[src/sv/ffha_pkg.sv]
`timescale 1ns / 1ps
package ffha_pkg;

  localparam int OFF_W  = 25;
  localparam int SIZE_W = 26;

  localparam logic [2:0] ST_DONE       = 3'd0;
  localparam logic [2:0] ST_BAD_SIZE   = 3'd1;
  localparam logic [2:0] ST_NO_FIT     = 3'd2;
  localparam logic [2:0] ST_TABLE_FULL = 3'd3;
  localparam logic [2:0] ST_IGNORED    = 3'd4;

  localparam logic OP_ALLOC   = 1'b0;
  localparam logic OP_RELEASE = 1'b1;

  localparam logic [2:0] CELL_HOLD    = 3'd0;
  localparam logic [2:0] CELL_LOAD_A  = 3'd1;
  localparam logic [2:0] CELL_LOAD_B  = 3'd2;
  localparam logic [2:0] CELL_FROM_LO = 3'd3;
  localparam logic [2:0] CELL_FROM_HI = 3'd4;

  typedef struct packed {
    logic              opcode;
    logic [OFF_W-1:0]  request_bytes;
    logic [OFF_W-1:0]  release_offset;
  } in_t;

  typedef struct packed {
    logic [OFF_W-1:0]  payload_offset;
    logic [2:0]        status;
  } out_t;

  typedef struct packed {
    logic [OFF_W-1:0]  start;
    logic [SIZE_W-1:0] size;
    logic              used;
  } entry_t;

  typedef struct packed {
    logic [2:0] op;
    entry_t     ent_a;
    entry_t     ent_b;
  } cell_ctl_t;

endpackage

[src/sv/ffha_cell.sv]
`timescale 1ns / 1ps
module ffha_cell
  import ffha_pkg::*;
(
  input  logic      clk,
  input  logic      rst_n,
  input  entry_t    init_val,
  input  cell_ctl_t ctl,
  input  entry_t    from_lo,
  input  entry_t    from_hi,
  output entry_t    ent
);

  entry_t ent_r;
  entry_t ent_nxt;

  always_comb begin
    case (ctl.op)
      CELL_HOLD:    ent_nxt = ent_r;
      CELL_LOAD_A:  ent_nxt = ctl.ent_a;
      CELL_LOAD_B:  ent_nxt = ctl.ent_b;
      CELL_FROM_LO: ent_nxt = from_lo;
      CELL_FROM_HI: ent_nxt = from_hi;
      default:      ent_nxt = ent_r;
    endcase
  end

  always_ff @(posedge clk) begin
    if (!rst_n) begin
      ent_r <= init_val;
    end else begin
      ent_r <= ent_nxt;
    end
  end

  assign ent = ent_r;

endmodule

[config.mk]
export PLATFORM = sky130hd
export DESIGN_NAME = ffha_cell
export DESIGN_NICKNAME = d
export VERILOG_FILES = /design/src/sv/ffha_pkg.sv /design/src/sv/ffha_cell.sv
export SDC_FILE = /design/constraint.sdc
export NUM_CORES = 1
export LEC_CHECK = 0
export ABC_AREA = 0
export BUFFER_PORTS_ARGS = -buffer_cell sky130_fd_sc_hd__buf_2
export CAP_MARGIN = 20
export CORE_AREA = 2 2 124 126
export CTS_BUF_LIST = sky130_fd_sc_hd__clkbuf_16
export CTS_CLUSTER_SIZE = 14
export DETAILED_ROUTE_END_ITERATION = 16
export DIE_AREA = 0 0 126 128
export HOLD_SLACK_MARGIN = 0.08
export PLACE_DENSITY = 0.61
export SLEW_MARGIN = 20
export SYNTH_ARGS = -nofsm -noshare
export SYNTH_HDL_FRONTEND = slang
export SYNTH_SLANG_ARGS = --single-unit
[constraint.sdc]
create_clock -name clk -period 4.6 [get_ports clk]
set_input_delay 0.92 -clock clk [delete_from_list [all_inputs] [get_ports clk]]
set_output_delay 0.92 -clock clk [all_outputs]
set_load 0.05 [all_outputs]
After elaboration in Yosys (flattened, before gate mapping)
Cells that the tools add are included.
{"block": "op_classes", "div": 0, "n_eq_ne": 5, "reduce_logical": 0, "mul": 0, "n_lt_le_gt_ge": 0, "muxes": 2, "n_addsub": 0, "n_shift": 0, "bitwise_logic": 0}
{"op": "$pmux W52 S4", "count": 1}
{"op": "$mux W52", "count": 1}
{"op": "$eq A3 B2 Y1 const B", "count": 2}
{"op": "$ne A5 B1 Y1 const B", "count": 1}
{"op": "$eq A3 B1 Y1 const B", "count": 1}
{"op": "$eq A3 B3 Y1 const B", "count": 1}
{"block": "totals", "regBits": 52, "word_cells": 10, "ram_bits": 0, "mem_bits_ro": 0, "inputBits": 265, "latchBits": 0, "n_memories": 0, "out_inout_bits": 52}

Logic depth before layout (Yosys ltp)
Gate-level depths: netlist (run 1).
{"block": "depth", "ltp_word": 3, "ltp_mapped": 7, "mapped_depth_nobuf": 3}

Least setup slack after synthesis (run 1)
Ideal clock, no wire load.
{"block": "synth_timing", "path_kind": "input port to flip-flop", "from": "input port rst_n", "to": "register ent_r, in the netlist ent[0], enable pin", "setup_time_ns": 0.612, "n_path_buf": 3, "cell_stages": 4, "slack_ns": 1.110, "t_required_ns": 3.988, "t_arrival_ns": 2.878, "path_cell_list": "clkbuf_1 clkbuf_1 buf_1 nand2_1"}
{"block": "synth_between", "elab_chain_len": 1}
{"element": "start, declared", "line_no": "ffha_cell.sv:6", "text": "input logic rst_n,"}
{"element": "$ne A5 B1 Y1 (no source line)"}
{"element": "end signal, assigned", "line_no": "ffha_cell.sv:30", "text": "ent_r <= init_val;"}
{"element": "end signal, assigned", "line_no": "ffha_cell.sv:32", "text": "ent_r <= ent_nxt;"}
{"element": "end, declared", "line_no": "ffha_cell.sv:14", "text": "entry_t ent_r;"}
No other way between the ends.
A chain may end at the register's enable or synchronous reset.

Worst setup path in the final report (run 1)
{"block": "layout_timing", "from": "input port ctl[104] (netlist name)", "to": "register ent_r, in the netlist ent[0], data pin"}
{"block": "layout_between", "elab_chain_len": 3, "elab_cells_between_ends": 6, "cone_classes": "4 x eq/ne; 2 x mux"}
{"element": "start, declared", "line_no": "ffha_cell.sv:8", "text": "input cell_ctl_t ctl,"}
{"element": "$eq A3 B3 Y1 (tied with other cells)", "line_no": "ffha_cell.sv:18", "text": "case (ctl.op)"}
{"element": "$pmux W52 S4 *", "line_no": "ffha_cell.sv:18"}
{"element": "$mux W52 *", "line_no": "ffha_cell.sv:29", "text": "if (!rst_n) begin"}
Every way passes the cells marked *; elsewhere a longest branch is shown, timed or not.

==> reports/qor.txt, run 1 <==
Diode count: 0
Slew Viols, Final: 0
Pre-CTS setup slack: 1.49 ns
Post-DR vias/cell: 4.57
Least-Margin Pin Slew: 0.960 ns
CP Max Fanout: 52
Hpwl dp: 9.86 mm
Leak: 2.72 nW
Top-count cell post-synth: nor2_1
# H-tree levels: 2
Drt first pass iters: 4
Clock power frac: 0.220
Synth top area cells: edfxtp_1, a221oi_2, mux2_2
RSZ-0062 raised after global routing: false
Synth area leader: edfxtp_1
Critical path data arrival time: 2.75 ns
Die Height: 128 um
Number of synthesized flops with an enable pin: 52
Power consumption: 1.67 mW
Full die area: 0.0161 mm2
Via count: 3,819
Main synth FF type: edfxtp_1
Initial antenna violation count: 0
Period utilization: 0.597
CP startpoint kind: input port
Setup WS post-layout: 1.85 ns
Post_cts resized: 0
Min Hold Slack: 0.980 ns
# IOs: 317
Antenna Violating Nets Remaining: 0
DRT iter0 DRCs: 104
Fin area: 0.00568 mm2
Inst Count DP: 828
# nets final: 912
Vias in the first global route: 3,800
Critical path required time: 4.60 ns
Core Area: 0.0149 mm2
Gr usage total: 0.150
Most frequent cells after synthesis: nor2_1, edfxtp_1, inv_1, mux2_2, o22ai_1
TritonCTS clock tree: yes
Setup TNS: 0 ns
P_sw: 0.635 mW
Ys async rst share: 0
Int Pwr: 1.03 mW
Combinational share of power: 0.404
Avg Synthesized Cell Area: 10.9 um2
Sequential Power Share: 0.376
Syn Nets: 619
Cell Area, Placed: 0.00554 mm2
#FFs+latches synth: 52
Max Clk Rate: 364 MHz
Largest net degree at the start of global routing: 69
# port buffers: 316
Fin cells: 835
RD Place Congestion: 0.813
Final WL: 13.0 mm
Root Driver: clkbuf_16
Cell count after synthesis: 354
Overflow after GRT: 0
DR DRC count: 0
Setup Viol. Count Final: 0
Pwr Density: 293 mW/mm2
Sink Count: 52
Area fraction of the dominant cell type after synthesis: 0.405
Final Hold Viols: 0
First-pass GRT wire length: 19.2 mm
Clk buf depth: 2
Post-CTS Setup Inserts: 0
Status: finished clean
Yosys Warn Count: 0
Max-slew headroom: 0.360
CTS Buf Count: 5
Setup crit end kind: flip-flop
Reg clk slew, reported paths: 0.07 ns
Max VDD drop: 0.000117 V
Drt wl/cell: 15.5 um
Cts hold-fix bufs: 0
Sequential-to-total area share from yosys stat: 0.405
FP Rows: 45
Crit path kind: input port to flip-flop
Max FFs per register: 52
Distinct cells, synth: 16
Max cap viols: 0
Syn-to-layout area delta: 47.2%
Starting Density: 0.260
DIE WIDTH: 126 um
Min-delay worst type: input port to flip-flop
Util after Layout: 0.382
Switching share of power: 0.381
Synth Cell Area: 0.00386 mm2
Fin crit period: 2.75 ns
Layout cells sized above 1: 0.671
==> metal layers <==
metal,vias up,track usage,share of wire
met4,0,0.0446,0.013
met3,10,0.0388,0.077
met1,1699,0.170,0.40
met5,-,0,0
li1,1950,-,-
met2,160,0.277,0.51
==> power groups by stage <==
stage / clock network [mW] / registers (mW) / logic (mW)
floorplan: 0 / 0.900 / 0.204
global placement: 0 / 0.636 / 0.675
detailed placement: 0 / 0.638 / 0.679
CTS: 0.380 / 0.628 / 0.680
global route: 0.394 / 0.634 / 0.714
finish: 0.367 / 0.626 / 0.673
==> layout by cell type (no fill, tap or decap) <==
master     count
mux2_2        52
nor2_1        53
clkinv_2       1
clkbuf_16      5
xor2_1         1
nand2b_2       1
edfxtp_1      52
o22ai_1       52
buf_2        315
nand2_2        1
or3b_2         1
a221oi_2      50
inv_1         53
and3_4         1
a221oi_1       2
buf_4          7
==> area by class of cell <==
type / instances / area (um2)
timing repair buffer: 322 / 1630
multi-input combinational: 214 / 1920
clock buffer: 5 / 125
inverter: 52 / 195
tap: 188 / 235
sequential: 52 / 1560
fill: 1562 / 9190
clock inverter: 2 / 8.76
==> cells by family (layout without fill, tap and decap cells) <==
| logic type | count (synthesis) | count (layout) | synth area share |
|---|---|---|---|
| buffers and inverters | 88 | 381 | 0.0996 |
| AND/OR/NAND/NOR | 57 | 57 | 0.0581 |
| multiplexers | 52 | 52 | 0.152 |
| AO/OA/AOI/OAI | 104 | 104 | 0.283 |
| XOR/XNOR | 1 | 1 | 0.00227 |
| flip-flops | 52 | 52 | 0.405 |
==> worst max-delay path, stage by stage <==
cell and delay, ns:
buf_2 0.52, or3b_2 0.24, and3_4 0.82, a221oi_1 0.21
==> worst paths after layout <==
kind / start / end / cells after the start
worst max-delay path: ctl[104] / ent[0]$_DFFE_PP_ / 4
worst min-delay path: ctl[72] / ent[20]$_DFFE_PP_ / 3
(Power assumes the default switching activity.)
==> run 2, diff against run 1 <==
Settings changed: ABC_AREA 0 to 1, CORE_AREA 2 2 124 126 to 2 2 125 127, DIE_AREA 0 0 126 128 to 0 0 127 129, PLACE_DENSITY 0.61 to 0.69.
Clock period 4.6 ns to 2.6 ns, I/O delays scaled along.
==> run 2 against run 1 <==
Effect of this change: sequential share of layout area down 5.0 points; synthesized cell count up 140%; largest power group unchanged; critical path type unchanged; clock power up 81%.
==> reports/qor.txt, run 2 <==
Clk buf depth: 2
Max VDD drop: 0.000191 V
Pwr Density: 441 mW/mm2
Crit-path max cell delay: 0.56 ns
Area fraction of the dominant cell type after synthesis: 0.307
CP Max Fanout: 52
Gr usage total: 0.242
Layout cells sized above 1: 0.356
Max FFs per register: 52
# port buffers: 316
FP Rows: 45
Root Driver: clkbuf_16
Slew Viols, Final: 0
Hpwl dp: 14.3 mm
Critical path endpoint: ent[35]$_DFFE_PP_
Via count: 6,309
Top-count cell post-synth: nand2_1
Util after Layout: 0.463
Max Clk Rate: 528 MHz
Period utilization: 0.728
# IOs: 317
Final Hold Viols: 0
#FFs+latches synth: 52
Setup Viol. Count Final: 0
Critical path depth: 9
CP startpoint kind: input port
Critical path launch point: ctl[105]
Critical path required time: 2.66 ns
Avg Synthesized Cell Area: 5.95 um2
Overflow after GRT: 0
Antenna Violating Nets Remaining: 0
Most frequent cells after synthesis: nand2_1, nand3_1, inv_1, inv_2
Setup crit end kind: flip-flop
Cts hold-fix bufs: 0
Ys async rst share: 0
Yosys Warn Count: 0
TritonCTS clock tree: yes
Max cap viols: 0
Die Height: 129 um
First-pass GRT wire length: 30.8 mm
CTS Buf Count: 5
Final WL: 20.6 mm
Post-CTS Setup Inserts: 0
# nets final: 1,396
Most frequent cells in the layout: nand2_1, buf_2, nand3_1
RD Place Congestion: 0.882
Syn Nets: 1,120
Leak: 4.23 nW
Starting Density: 0.340
Leading cell type in the layout, fill and taps excluded: nand2_1
Reg clk slew, reported paths: 0.07 ns
DR DRC count: 0
Kind of cell adding the most delay to the critical path: buffers and inverters
# H-tree levels: 2
DRT iter0 DRCs: 465
Post_cts resized: 0
RSZ-0062 raised after global routing: false
Critical path buffer and inverter count: 3
Core Area: 0.0150 mm2
Min-delay worst type: input port to flip-flop
Full die area: 0.0164 mm2
Sequential-to-total area share from yosys stat: 0.307
Syn-to-layout area delta: 36.2%
Fin crit period: 1.89 ns
Drt wl/cell: 15.6 um
Max-slew headroom: 0.347
Main synth FF type: edfxtp_1
Least-Margin Pin Slew: 0.979 ns
Synth top area cells: edfxtp_1, nand2_1, nand3_1
Setup TNS: 0 ns
Worst path cell trace: buf_2 > nor2_4 > nand2_2 > buf_4 > nand3b_1 > nand2_1 > inv_1 > nand2_1 > nand2_1
Largest net degree at the start of global routing: 53
Worst path slowest cell: buf_4
Sink Count: 52
Synth Cell Area: 0.00509 mm2
Initial antenna violation count: 2
Cell count after synthesis: 855
Drt first pass iters: 5
Vias in the first global route: 6,014
Post-DR vias/cell: 4.79
Number of synthesized flops with an enable pin: 52
Synth area leader: edfxtp_1
Crit path kind: input port to flip-flop
Status: finished clean
Critical path data arrival time: 1.95 ns
Distinct cells, synth: 15
Most frequent CP cell: nand2_1
DIE WIDTH: 127 um
==> run 2: cell types whose count changed in the layout (fill, tap and decap cells not counted), sizes merged, moves of 52 or more <==
cell    previous run  this run
a221oi            52         0
nand4              0        52
o22ai             52         0
inv               53       160
nand3              0       105
nand2              1       367
nand3b             0        52
mux2              52         0
==> run 2: layout make-up <==
| type | instances | area [um2] |
|---|---|---|
| Clock buffer | 5 | 125 |
| Antenna cell | 1 | 2.50 |
| Fill cell | 1599 | 8050 |
| Sequential cell | 52 | 1560 |
| Timing Repair Buffer | 333 | 1750 |
| Tap cell | 188 | 235 |
| Multi-Input combinational cell | 579 | 2660 |
| Inverter | 160 | 601 |
==> run 2: cell families (layout without fill, tap and decap cells) <==
group                  after synthesis  in the layout  synth area share
flip-flops                          52             52             0.307
AND/OR/NAND/NOR                    578            578             0.520
AO/OA/AOI/OAI                        1              1          0.000982
buffers and inverters              224            498             0.172
other                                0              1                 0
==> run 2: worst min path at each step <==
stage          cells past startpoint          from                 to
4_1_cts                            3   init_val[0]   ent[0]$_DFFE_PP_
3_3_place_gp                       3   init_val[0]   ent[0]$_DFFE_PP_
3_5_place_dp                       3  init_val[46]  ent[46]$_DFFE_PP_
5_1_grt                            3  init_val[46]  ent[46]$_DFFE_PP_
2_1_floorplan                      2  init_val[17]  ent[17]$_DFFE_PP_
6_report                           3  init_val[37]  ent[37]$_DFFE_PP_
==> run 2: metal layers <==
metal | track usage | share of wire
met1 | 0.296 | 0.41
met3 | 0.0536 | 0.085
met5 | 0 | 0
met2 | 0.423 | 0.48
met4 | 0.0814 | 0.025
==> run 2: through the flow <==
| stage | instances | hold WS (ns) | instance area (um2) | setup WS, ns | total power, mW |
|---|---|---|---|---|---|
| 3_3_place_gp | 1312 | 0.791 | 6800 | 0.486 | 2.40 |
| 4_1_cts | 1317 | 0.476 | 6930 | 0.766 | 3.08 |
| 5_1_grt | 1318 | 0.488 | 6930 | 0.623 | 3.22 |
| 3_5_place_dp | 1312 | 0.792 | 6800 | 0.445 | 2.41 |
| 6_report | 1318 | 0.486 | 6930 | 0.706 | 3.06 |
| 2_1_floorplan | 855 | 0.706 | 5090 | 0.229 | 1.97 |
==> run 2: report_power, final <==
group	internal [mW]	leakage, nW	switching, mW	total [mW]
sequential	1.06	0.533	0.0280	1.09
clock	0.343	0.0616	0.320	0.663
combinational	0.392	3.63	0.910	1.30
total	1.80	4.23	1.26	3.06
==> run 3, diff against run 2 <==
Clock period 2.6 ns to 1.8 ns, I/O delays scaled along.
==> run 3 against run 2 <==
Effect of this change: via count up 2.7%; combinational power up 50%; count of clock-buffer cells in the layout unchanged; largest cell class unchanged; critical path type unchanged; sequential share of layout area down 0.78 points.
==> reports/qor.txt, run 3 (synthesized netlist as in run 2, its figures left out) <==
TritonCTS clock tree: yes
Crit-path max cell delay: 0.23 ns
Post-DR vias/cell: 4.85
Root Driver: clkbuf_16
Drt first pass iters: 5
Slew Viols, Final: 0
Met1 usage: 0.305
CP Max Fanout: 28
Initial antenna violation count: 1
# H-tree levels: 2
Leading cell type in the layout, fill and taps excluded: nand2_1
P_sw: 1.81 mW
Post_cts resized: 0
# nets final: 1,411
Max Clk Rate: 729 MHz
Pwr Density: 623 mW/mm2
Overflow after GRT: 0
Final WL: 20.6 mm
Fin crit period: 1.37 ns
Vias in the first global route: 6,067
Int Pwr: 2.66 mW
Gr usage total: 0.244
Met3 Track Usage GR: 0.0578
Crit path kind: input port to flip-flop
Most frequent cells in the layout: nand2_1, buf_2, nand3_1, inv_1, inv_2
Drt wl/cell: 15.4 um
Most frequent CP cell: nand2_1
Worst path cell trace: buf_2 > buf_4 > inv_2 > nor2_4 > buf_12 > nand3_1 > nand2_1 > inv_1 > nand2_1 > nand2_1 > nand2_1
FP Rows: 45
Reg clk slew, reported paths: 0.07 ns
Worst path slowest cell: buf_4
Max VDD drop: 0.000323 V
Setup Viol. Count Final: 0
Critical path data arrival time: 1.55 ns
Antenna Violating Nets Remaining: 0
Via count: 6,481
Cts hold-fix bufs: 0
Final Hold Viols: 0
Post-CTS Setup Inserts: 0
DIE WIDTH: 127 um
Period utilization: 0.762
Max FFs per register: 52
Sink Count: 52
Full die area: 0.0164 mm2
Min-delay worst type: input port to flip-flop
DR DRC count: 0
Util after Layout: 0.479
Starting Density: 0.340
Switching share of power: 0.405
Setup TNS: 0 ns
GRT busiest layer: met2
DRT iter0 DRCs: 495
Max-slew headroom: 0.813
Setup crit end kind: flip-flop
First-pass GRT wire length: 31.3 mm
# port buffers: 316
Critical path launch point: ctl[105]
Clock power frac: 0.211
Critical path depth: 11
Met2 usage: 0.412
Status: finished clean
Leak: 4.35 nW
Critical path endpoint: ent[12]$_DFFE_PP_
Min Hold Slack: 0.330 ns
Least-Margin Pin Slew: 0.281 ns
Sequential Power Share: 0.353
RD Place Congestion: 0.879
# IOs: 317
Syn-to-layout area delta: 41.0%
Layout cells sized above 1: 0.364
Die Height: 129 um
Max cap viols: 0
Critical path buffer and inverter count: 5
Kind of cell adding the most delay to the critical path: buffers and inverters
Combinational share of power: 0.436
Core Area: 0.0150 mm2
Largest net degree at the start of global routing: 53
Hpwl dp: 15.5 mm
Clk buf depth: 2
CTS Buf Count: 5
RSZ-0062 raised after global routing: false
CP startpoint kind: input port
Critical path required time: 1.97 ns
## run 3: layout make-up
type | instances | area, um2
clock buffers | 5 | 125
repair buffers | 348 | 1970
clock inverters | 3 | 11.3
fillers | 1623 | 7800
flip-flops and latches | 52 | 1560
well taps | 188 | 235
multi-input cells | 579 | 2670
inverters | 160 | 601
diodes | 1 | 2.50
## run 3: per-stage QoR
stage / std cells / power [mW] / cell area (um2) / setup WS (ns)
after floorplan: 855 / 2.85 / 5110 / 0.00498
after global placement: 1327 / 3.54 / 7040 / 0.174
after detailed placement: 1327 / 3.55 / 7040 / 0.131
after CTS: 1335 / 4.51 / 7180 / 0.458
after global routing: 1335 / 4.72 / 7180 / 0.356
final: 1336 / 4.47 / 7180 / 0.428
## run 3: power by group through the flow
stage	logic, mW	clock network (mW)	registers [mW]
2_1_floorplan	0.637	0	2.22
3_3_place_gp	1.94	0	1.60
3_5_place_dp	1.95	0	1.60
4_1_cts	1.95	0.972	1.58
5_1_grt	2.11	1.01	1.59
6_report	1.95	0.942	1.58
## run 3: tightest hold or removal path, cell delays in order
cell and delay, ns:
buf_2 0.07, nand2_1 0.04, nand2_1 0.05
## run 3: how the worst min path moves through the flow
stage | from | end | slack [ns] | depth (start not counted)
6_report | init_val[27] | ent[27]$_DFFE_PP_ | 0.33 | 3
5_1_grt | init_val[30] | ent[30]$_DFFE_PP_ | 0.33 | 3
4_1_cts | init_val[27] | ent[27]$_DFFE_PP_ | 0.32 | 3
3_5_place_dp | init_val[43] | ent[43]$_DFFE_PP_ | 0.63 | 3
3_3_place_gp | init_val[6] | ent[6]$_DFFE_PP_ | 0.63 | 3
2_1_floorplan | init_val[17] | ent[17]$_DFFE_PP_ | 0.55 | 2
## run 3: routing by layer
metal	part of all wire	vias to the layer above
met5	0	-
met4	0.032	0
met3	0.090	52
met2	0.47	323
met1	0.41	2863
li1	-	3243
